==> src/rtl/hms_pkg.sv <==
// ----------------------------------------------------------------------------
// hms_pkg
// Shared widths, command codes, mode codes and reset values of the heater
// mode sequencer.
// ----------------------------------------------------------------------------
package hms_pkg;

    // Stream widths, the data and config widths padded to whole bytes
    localparam int S_TDATA_W = 112;
    localparam int S_TUSER_W = 3;
    localparam int M_TDATA_W = 24;
    localparam int CFG_W     = 8;

    // Field widths
    localparam int TEMP_W  = 16;
    localparam int STAMP_W = 32;
    localparam int DUR_W   = 23;

    // Interpolation works one bit per cycle over the span magnitude
    localparam int STEP_N = TEMP_W;
    localparam int CNT_W  = $clog2(STEP_N);
    localparam int ACC_W  = STAMP_W + STEP_N;

    localparam logic [STAMP_W-1:0] MS_PER_S      = 32'd1000;
    localparam logic [CFG_W-1:0]   HOLD_BAND_RST = 8'd16;

    // Command codes carried in s_tuser
    localparam logic [S_TUSER_W-1:0] CMD_TICK        = 3'd0;
    localparam logic [S_TUSER_W-1:0] CMD_START_OFF   = 3'd1;
    localparam logic [S_TUSER_W-1:0] CMD_START_RAMP  = 3'd2;
    localparam logic [S_TUSER_W-1:0] CMD_START_HOLD  = 3'd3;
    localparam logic [S_TUSER_W-1:0] CMD_START_TIMER = 3'd4;

    // Heater modes
    typedef enum logic [1:0] {
        MODE_OFF   = 2'd0,
        MODE_RAMP  = 2'd1,
        MODE_HOLD  = 2'd2,
        MODE_TIMER = 2'd3
    } mode_t;

endpackage

==> src/rtl/heater_mode_sequencer.sv <==
// ----------------------------------------------------------------------------
// heater_mode_sequencer
// Steps a plate heater through off, ramp, hold and timer modes.
//
// Channels: commands enter on s_tvalid/s_tready/s_tdata/s_tuser, one result
// per command leaves on m_tvalid/m_tready/m_tdata. hold_band is written
// through cfg_wen/cfg_wdata; the user must write it only while the block
// is idle, which the block itself does not enforce.
// Flow: a start command or a tick outside an active ramp goes from the
// transfer through the emit state into the output register. A ramp tick
// first runs a bit-serial multiply and a restoring divide on one 48-bit
// accumulator, then goes through the emit state.
// Commands: one at a time; the next is taken once the current result has
// been moved into the output register.
// Reset: off mode, heater stopped, setpoint zero, hold_band 16, no result.
// Stall: the output register holds a finished result until m_tready; one
// more command may be taken and worked on meanwhile, and its result waits
// in the sequencer until the output register frees up.
// ----------------------------------------------------------------------------
module heater_mode_sequencer (
    input  logic                           clk,
    input  logic                           rst_n,
    // now_ms[31:0], measured_temp[47:32], heater_fault[48], start_temp[64:49],
    // end_temp[80:65], duration_s[103:81], use_temp[104], zero pad above
    input  logic [hms_pkg::S_TDATA_W-1:0]  s_tdata,
    // command[2:0]
    input  logic [hms_pkg::S_TUSER_W-1:0]  s_tuser,
    input  logic                           s_tvalid,
    output logic                           s_tready,
    // heater_on[0], setpoint[16:1], mode_now[18:17], complete_event[19],
    // fault_event[20], zero pad above
    output logic [hms_pkg::M_TDATA_W-1:0]  m_tdata,
    output logic                           m_tvalid,
    input  logic                           m_tready,
    input  logic                           cfg_wen,
    input  logic [hms_pkg::CFG_W-1:0]      cfg_wdata
);
    import hms_pkg::*;

    typedef enum logic [1:0] {
        ST_IDLE,
        ST_MUL,
        ST_DIV,
        ST_EMIT
    } state_t;

    state_t                    state_reg;
    mode_t                     mode_reg;
    logic [STAMP_W-1:0]        start_stamp_reg;
    logic [STAMP_W-1:0]        run_len_reg;
    logic [STAMP_W-1:0]        elapsed_reg;
    logic [TEMP_W-1:0]         ramp_from_reg;
    logic [TEMP_W-1:0]         ramp_to_reg;
    logic [TEMP_W-1:0]         target_reg;
    logic                      running_reg;
    logic [CFG_W-1:0]          hold_band_reg;
    logic                      done_reg;
    logic                      fault_reg;
    logic                      neg_reg;
    logic [STEP_N-1:0]         mag_reg;
    logic [ACC_W-1:0]          acc_reg;
    logic [CNT_W-1:0]          cnt_reg;
    logic                      m_tvalid_reg;
    logic [M_TDATA_W-1:0]      m_tdata_reg;

    // Input fields
    logic [S_TUSER_W-1:0]      in_cmd;
    logic [STAMP_W-1:0]        in_now;
    logic [TEMP_W-1:0]         in_temp;
    logic                      in_fault;
    logic [TEMP_W-1:0]         in_start;
    logic [TEMP_W-1:0]         in_end;
    logic [DUR_W-1:0]          in_dur;
    logic                      in_use;

    logic                      in_xfer;
    logic                      out_free;
    logic [STAMP_W-1:0]        elapsed;
    logic                      ended;
    logic [STAMP_W-1:0]        run_len_next;
    logic signed [TEMP_W:0]    span;
    logic [TEMP_W:0]           span_abs;
    logic signed [TEMP_W:0]    hold_low;
    logic                      heat_start;
    logic                      heat_stop;
    logic [ACC_W-1:0]          acc_mul;
    logic [STAMP_W:0]          div_trial;
    logic [STAMP_W:0]          div_diff;
    logic                      div_ge;
    logic [STAMP_W-1:0]        div_rem;
    logic [STEP_N-1:0]         quot;
    logic [TEMP_W-1:0]         ramp_point;
    logic                      cnt_last;

    assign in_cmd   = s_tuser;
    assign in_now   = s_tdata[31:0];
    assign in_temp  = s_tdata[47:32];
    assign in_fault = s_tdata[48];
    assign in_start = s_tdata[64:49];
    assign in_end   = s_tdata[80:65];
    assign in_dur   = s_tdata[103:81];
    assign in_use   = s_tdata[104];

    assign s_tready = (state_reg == ST_IDLE);
    assign in_xfer  = s_tvalid && s_tready;
    assign out_free = !m_tvalid_reg || m_tready;
    assign m_tvalid = m_tvalid_reg;
    assign m_tdata  = m_tdata_reg;
    assign cnt_last = (cnt_reg == CNT_W'(STEP_N - 1));

    // Elapsed time and end-of-run test for ticks
    assign elapsed      = in_now - start_stamp_reg;
    assign ended        = (elapsed >= run_len_reg);
    assign run_len_next = STAMP_W'({{(STAMP_W-DUR_W){1'b0}}, in_dur} * MS_PER_S);

    // Ramp span sign and magnitude
    assign span     = $signed({ramp_to_reg[TEMP_W-1], ramp_to_reg})
                    - $signed({ramp_from_reg[TEMP_W-1], ramp_from_reg});
    assign span_abs = span[TEMP_W] ? (TEMP_W+1)'(-span) : span;

    // Hold hysteresis, widened so nothing overflows
    assign hold_low   = $signed({target_reg[TEMP_W-1], target_reg})
                      - $signed({1'b0, {(TEMP_W-CFG_W){1'b0}}, hold_band_reg});
    assign heat_start = $signed({in_temp[TEMP_W-1], in_temp}) < hold_low;
    assign heat_stop  = $signed(in_temp) >= $signed(target_reg);

    // Multiply step: MSB first shift-add of the elapsed time
    assign acc_mul = {acc_reg[ACC_W-2:0], 1'b0}
                   + (mag_reg[STEP_N-1] ? {{STEP_N{1'b0}}, elapsed_reg} : '0);

    // Divide step: restoring, remainder in the upper bits of the accumulator
    assign div_trial = acc_reg[ACC_W-1:STEP_N-1];
    assign div_diff  = div_trial - {1'b0, run_len_reg};
    assign div_ge    = (div_trial >= {1'b0, run_len_reg});
    assign div_rem   = div_ge ? div_diff[STAMP_W-1:0] : div_trial[STAMP_W-1:0];
    assign quot      = {acc_reg[STEP_N-2:0], div_ge};

    // Interpolated setpoint always lies between the end points
    assign ramp_point = neg_reg ? (ramp_from_reg - quot) : (ramp_from_reg + quot);

    // Sequencer, mode state and output register
    always_ff @(posedge clk or negedge rst_n)
    begin
        if (!rst_n)
        begin
            state_reg       <= ST_IDLE;
            mode_reg        <= MODE_OFF;
            start_stamp_reg <= '0;
            run_len_reg     <= '0;
            elapsed_reg     <= '0;
            ramp_from_reg   <= '0;
            ramp_to_reg     <= '0;
            target_reg      <= '0;
            running_reg     <= 1'b0;
            hold_band_reg   <= HOLD_BAND_RST;
            done_reg        <= 1'b0;
            fault_reg       <= 1'b0;
            neg_reg         <= 1'b0;
            mag_reg         <= '0;
            acc_reg         <= '0;
            cnt_reg         <= '0;
            m_tvalid_reg    <= 1'b0;
            m_tdata_reg     <= '0;
        end
        else
        begin
            // Take register writes at any time
            if (cfg_wen)
            begin
                hold_band_reg <= cfg_wdata;
            end

            // Drop the result once it is taken, unless a new one loads now
            if (m_tready && state_reg != ST_EMIT)
            begin
                m_tvalid_reg <= 1'b0;
            end

            case (state_reg)
                ST_IDLE:
                begin
                    if (in_xfer)
                    begin
                        done_reg  <= 1'b0;
                        fault_reg <= 1'b0;
                        state_reg <= ST_EMIT;
                        case (in_cmd)
                            CMD_TICK:
                            begin
                                if (in_fault)
                                begin
                                    fault_reg   <= 1'b1;
                                    mode_reg    <= MODE_OFF;
                                    running_reg <= 1'b0;
                                end
                                else
                                begin
                                    case (mode_reg)
                                        MODE_RAMP:
                                        begin
                                            if (ended)
                                            begin
                                                target_reg  <= ramp_to_reg;
                                                done_reg    <= 1'b1;
                                                mode_reg    <= MODE_OFF;
                                                running_reg <= 1'b0;
                                            end
                                            else
                                            begin
                                                // Start the serial interpolation
                                                elapsed_reg <= elapsed;
                                                mag_reg     <= span_abs[STEP_N-1:0];
                                                neg_reg     <= span[TEMP_W];
                                                acc_reg     <= '0;
                                                cnt_reg     <= '0;
                                                state_reg   <= ST_MUL;
                                            end
                                        end
                                        MODE_HOLD:
                                        begin
                                            if (!running_reg && heat_start)
                                            begin
                                                running_reg <= 1'b1;
                                            end
                                            else if (running_reg && heat_stop)
                                            begin
                                                running_reg <= 1'b0;
                                            end
                                        end
                                        MODE_TIMER:
                                        begin
                                            running_reg <= !ended;
                                            if (ended)
                                            begin
                                                done_reg <= 1'b1;
                                                mode_reg <= MODE_OFF;
                                            end
                                        end
                                        default:
                                        begin
                                            running_reg <= 1'b0;
                                        end
                                    endcase
                                end
                            end
                            CMD_START_OFF:
                            begin
                                mode_reg    <= MODE_OFF;
                                running_reg <= 1'b0;
                            end
                            CMD_START_RAMP:
                            begin
                                mode_reg        <= MODE_RAMP;
                                ramp_from_reg   <= in_start;
                                ramp_to_reg     <= in_end;
                                run_len_reg     <= run_len_next;
                                start_stamp_reg <= in_now;
                                target_reg      <= in_end;
                                running_reg     <= 1'b1;
                            end
                            CMD_START_HOLD:
                            begin
                                mode_reg    <= MODE_HOLD;
                                target_reg  <= in_end;
                                running_reg <= 1'b1;
                            end
                            CMD_START_TIMER:
                            begin
                                mode_reg        <= MODE_TIMER;
                                run_len_reg     <= run_len_next;
                                start_stamp_reg <= in_now;
                                running_reg     <= 1'b1;
                                if (in_use)
                                begin
                                    target_reg <= in_end;
                                end
                            end
                            default:
                            begin
                                // Unused codes leave the mode and setpoint alone
                            end
                        endcase
                    end
                end
                ST_MUL:
                begin
                    acc_reg <= acc_mul;
                    mag_reg <= {mag_reg[STEP_N-2:0], 1'b0};
                    cnt_reg <= cnt_reg + 1'b1;
                    if (cnt_last)
                    begin
                        state_reg <= ST_DIV;
                    end
                end
                ST_DIV:
                begin
                    acc_reg <= {div_rem, quot};
                    cnt_reg <= cnt_reg + 1'b1;
                    if (cnt_last)
                    begin
                        target_reg  <= ramp_point;
                        running_reg <= 1'b1;
                        state_reg   <= ST_EMIT;
                    end
                end
                ST_EMIT:
                begin
                    // Load the output register once it is free
                    if (out_free)
                    begin
                        m_tvalid_reg <= 1'b1;
                        m_tdata_reg  <= {3'b000, fault_reg, done_reg, mode_reg,
                                         target_reg, running_reg};
                        state_reg    <= ST_IDLE;
                    end
                end
                default:
                begin
                    state_reg <= ST_IDLE;
                end
            endcase
        end
    end

    // The division remainder stays below the divisor
    assert property (@(posedge clk) disable iff (!rst_n)
        state_reg == ST_DIV |-> acc_reg[ACC_W-1:STEP_N] < run_len_reg)
        else $error("ramp divide remainder out of range");

    // A fault and a completion never come with the same result
    assert property (@(posedge clk) disable iff (!rst_n)
        m_tvalid |-> !(m_tdata[19] && m_tdata[20]))
        else $error("fault and completion reported together");

    // A fault or completion result reports the heater off
    assert property (@(posedge clk) disable iff (!rst_n)
        m_tvalid && (m_tdata[19] || m_tdata[20]) |->
            m_tdata[18:17] == MODE_OFF && !m_tdata[0])
        else $error("event result not in off mode");

    // The multiply only starts after a transfer taken in ramp mode
    assert property (@(posedge clk) disable iff (!rst_n)
        state_reg == ST_MUL && $past(state_reg) != ST_MUL |->
            $past(in_xfer) && $past(mode_reg) == MODE_RAMP)
        else $error("interpolation started without a ramp tick");

endmodule
==> config.mk <==
export PLATFORM = sky130hd
export DESIGN_NAME = heater_mode_sequencer
export DESIGN_NICKNAME = d
export VERILOG_FILES = /design/src/rtl/hms_pkg.sv /design/src/rtl/heater_mode_sequencer.sv
export SDC_FILE = /design/constraint.sdc
export NUM_CORES = 1
export LEC_CHECK = 0
export ABC_AREA = 1
export BUFFER_PORTS_ARGS = -buffer_cell sky130_fd_sc_hd__buf_4
export CORE_ASPECT_RATIO = 0.8
export CORE_MARGIN = 2
export CORE_UTILIZATION = 30
export CTS_BUF_LIST = sky130_fd_sc_hd__clkbuf_8
export DETAILED_ROUTE_END_ITERATION = 8
export GPL_TIMING_DRIVEN = 0
export MAX_ROUTING_LAYER = met4
export PLACE_DENSITY_LB_ADDON = 0.12
export SLEW_MARGIN = 20
export SYNTH_ARGS = -nofsm -noshare
export SYNTH_HDL_FRONTEND = slang
export SYNTH_SLANG_ARGS = --single-unit
export TNS_END_PERCENT = 30
==> constraint.sdc <==
create_clock -name clk -period 4.66 [get_ports clk]
set_input_delay 0 -clock clk [delete_from_list [all_inputs] [get_ports clk]]
set_output_delay 0 -clock clk [all_outputs]
set_load 0.005 [all_outputs]
==> impl_results.md <==
- Power per cell area: 726 nW/um2
- Total grt overflow: 0
- Routability cong.: 0.939
- Ys async rst share: 100%
- Drt wl/cell: 18.3 um
- Hold WC Path Type: input port to flop
- WP buf/inv: 4
- Initial antenna violation count: 1
- Worst Path Required: 5290 ps
- Mapped Area: 24700 um2
- Pre-antenna DRT Iters: 6
- Routed Antenna Nets: 0
- Final setup fails: 0
- Yosys reg bits: 247
- Vias in the first global route: 23500
- Fin. max-slew vios: 0
- Fin Setup TNS: 0 ps
- First-pass GRT wire length: 139000 um
- Final WL: 91100 um
- Post-DP HPWL: 74700 um
- Synth-to-Final Area Change: 21.6%
- Status: finished clean
- Register area share after synthesis: 25.0%
- Synth top area cells: dfrtp_1, nand2_1, ha_1
- Top FF cell, synth: dfrtp_1
- Tmin final: 4540 ps
- Slowest CP cell: dfrtp_2
- Full die area: 84700 um2
- Largest net degree at the start of global routing: 86
- Max reg flops: 48
- Post-route insts no fill: 4971
- Htree depth: 2
- Final Skew: 79.6 ps
- Global-route usage over all layers: 22.0%
- Post-synth EDFFs: 0
- Final period util: 97.4%
- Pin slew with the least headroom to its limit: 1010 ps
- Largest stage delay, worst path: 430 ps
- Critical path type: flop to flop
- Starting DRC count in detailed routing: 1649
- # clock sinks: 247
- Nature of the critical path startpoint: flop
- Rel. slew slack: 32.4%
- Yosys top cell area share: 24.9%
- Row cnt: 94
- TritonCTS clock tree: yes
- Starting Density: 30.2%
- Commonest cells post-synth: nand2_1, inv_1, o21ai_0
- RSZ-0062 raised after global routing: true
- Clock-pin slew on the worst setup and hold paths: 60 ps
- Clock Tree Buf Depth: 3
- Clk_lat worst skew: 710 ps
- Static Leak: 15.0 nW
- FMAX: 0.220 GHz
- Chip Width: 325 um
- Critical path endpoint category: flop
- Post-synth top area cell: dfrtp_1
- Most frequent cell after synthesis: nand2_1
- Worst vdd ir: 0.000279 V
- CTS Buf Count: 50
- Layout cells sized above 1: 11.2%
- # nets final: 4303
- Synthesis warning total: 0
- Final Hold Viols: 0
- Avg Cell Area, Syn: 7.07 um2
- Io pins: 154
- Worst Path Max Fanout: 4
- Critical path arrival: 5170 ps
- Drc violations: 0
- Die height: 261 um
- Max Cap Violations: 0
- Core Footprint: 81900 um2
- Port Buffers: 143
- Vias after detailed routing: 24100
- Syn Inst Count: 3497
- Placed cells: 4749
- Synth cell types: 66
- Detailed-route vias per instance: 4.85
- Crit path max-delay family: simple AND/OR/NAND/NOR gates
- CTS root buf: clkbuf_8
worst register-to-register path: cells and delay by family (launching register included):
| kind | cells | cell delay, ps |
|---|---|---|
| XOR/XNOR | 1 | 200 |
| buffers and inverters | 4 | 370 |
| AND/OR/NAND/NOR | 13 | 1510 |
| adder cells (fa/ha/maj) | 4 | 960 |
| flip-flops | 1 | 430 |
| AO/OA/AOI/OAI | 6 | 1040 |
kinds of logic (layout without fill, tap and decap cells):
family                     Yosys count  after routing  share of synthesized area [%]
DFF                                247            247                           25.0
AOI/OAI and AO/OA                  724            724                           16.2
xor gates and xnor gates           117            117                           4.18
adders and majority gates          349            349                           20.3
other                                1              5                         0.0152
muxes                                4              4                          0.182
and+or+nand+nor                   1509           1509                           25.4
buffers and inverters              546            912                           8.67
routing by layer:
layer,GRT usage [%],vias up,routed length (um)
li1,-,12200,-
met1,30.7,11300,45100
met2,33.4,490,39600
met3,2.84,128,4060
met4,5.89,0,2330
met5,-,-,0
cells in the final DEF (no fill, tap or decap), drive strengths merged, types with 111 or more instances in the layout:
cell type	netlist	layout
a21oi	245	245
buf	35	198
clkbuf	47	111
dfrtp	246	246
ha	261	261
inv	460	482
nand2	935	935
nand3	194	194
nor2	262	262
o21ai	342	342
power breakdown:
group          internal, mW  switching [mW]
clock                  1.21            1.14
combinational          5.75            10.1
sequential             2.97           0.670
total                  9.93            11.9
worst paths after layout:
check | from | to | slack (ps) | cells past startpoint
worst max-delay path | acc_reg[18] | target_reg[15] | 120 | 28
worst min-delay path | s_tdata[104] | target_reg[15] | 60 | 7
worst max register to register | acc_reg[18] | target_reg[15] | 120 | 28
worst min register to register | m_tdata[13] | m_tdata[13] | 480 | 2
max in group asynchronous | rst_n | elapsed_reg[4] | 3390 | 5
min in group asynchronous | rst_n | ramp_to_reg[10] | 470 | 4
repair_timing:
| item | in CTS | in global routing |
|---|---|---|
| setup endpoints to repair | 117 | 117 |
| cloned | 0 | 0 |
| hold buffers | 108 | 0 |
| pin swaps | 8 | 41 |
| setup buffers | 7 | 15 |
| hold endpoints to repair | 373 | 0 |
| gates resized for setup | 41 | 99 |
final cells by class:
type	instances	area (um2)
flip-flops and latches	247	6190
repair buffers	276	2420
clock inverters	32	189
well taps	1104	1380
plain buffers	81	442
inverters	464	1750
fillers	8952	51800
multi-input cells	2706	16900
diodes	2	5.00
clock buffers	59	812
stage by stage:
stage / worst slack (ps) / hold slack [ps] / cell area [um2] / utilization (%) / power (mW)
3_5_place_dp: -861 / -139 / 27300 / 33.3 / 18.4
2_1_floorplan: 546 / -296 / 24700 / - / 13.8
6_report: 119 / 64.2 / 30000 / 36.7 / 21.8
3_3_place_gp: -875 / 214 / 27200 / 33.2 / 18.4
5_1_grt: -72.9 / 47.5 / 30000 / 36.7 / 24.1
4_1_cts: -9.19 / 16.5 / 29600 / 36.1 / 21.3
Power figures use the tool's default switching activity.
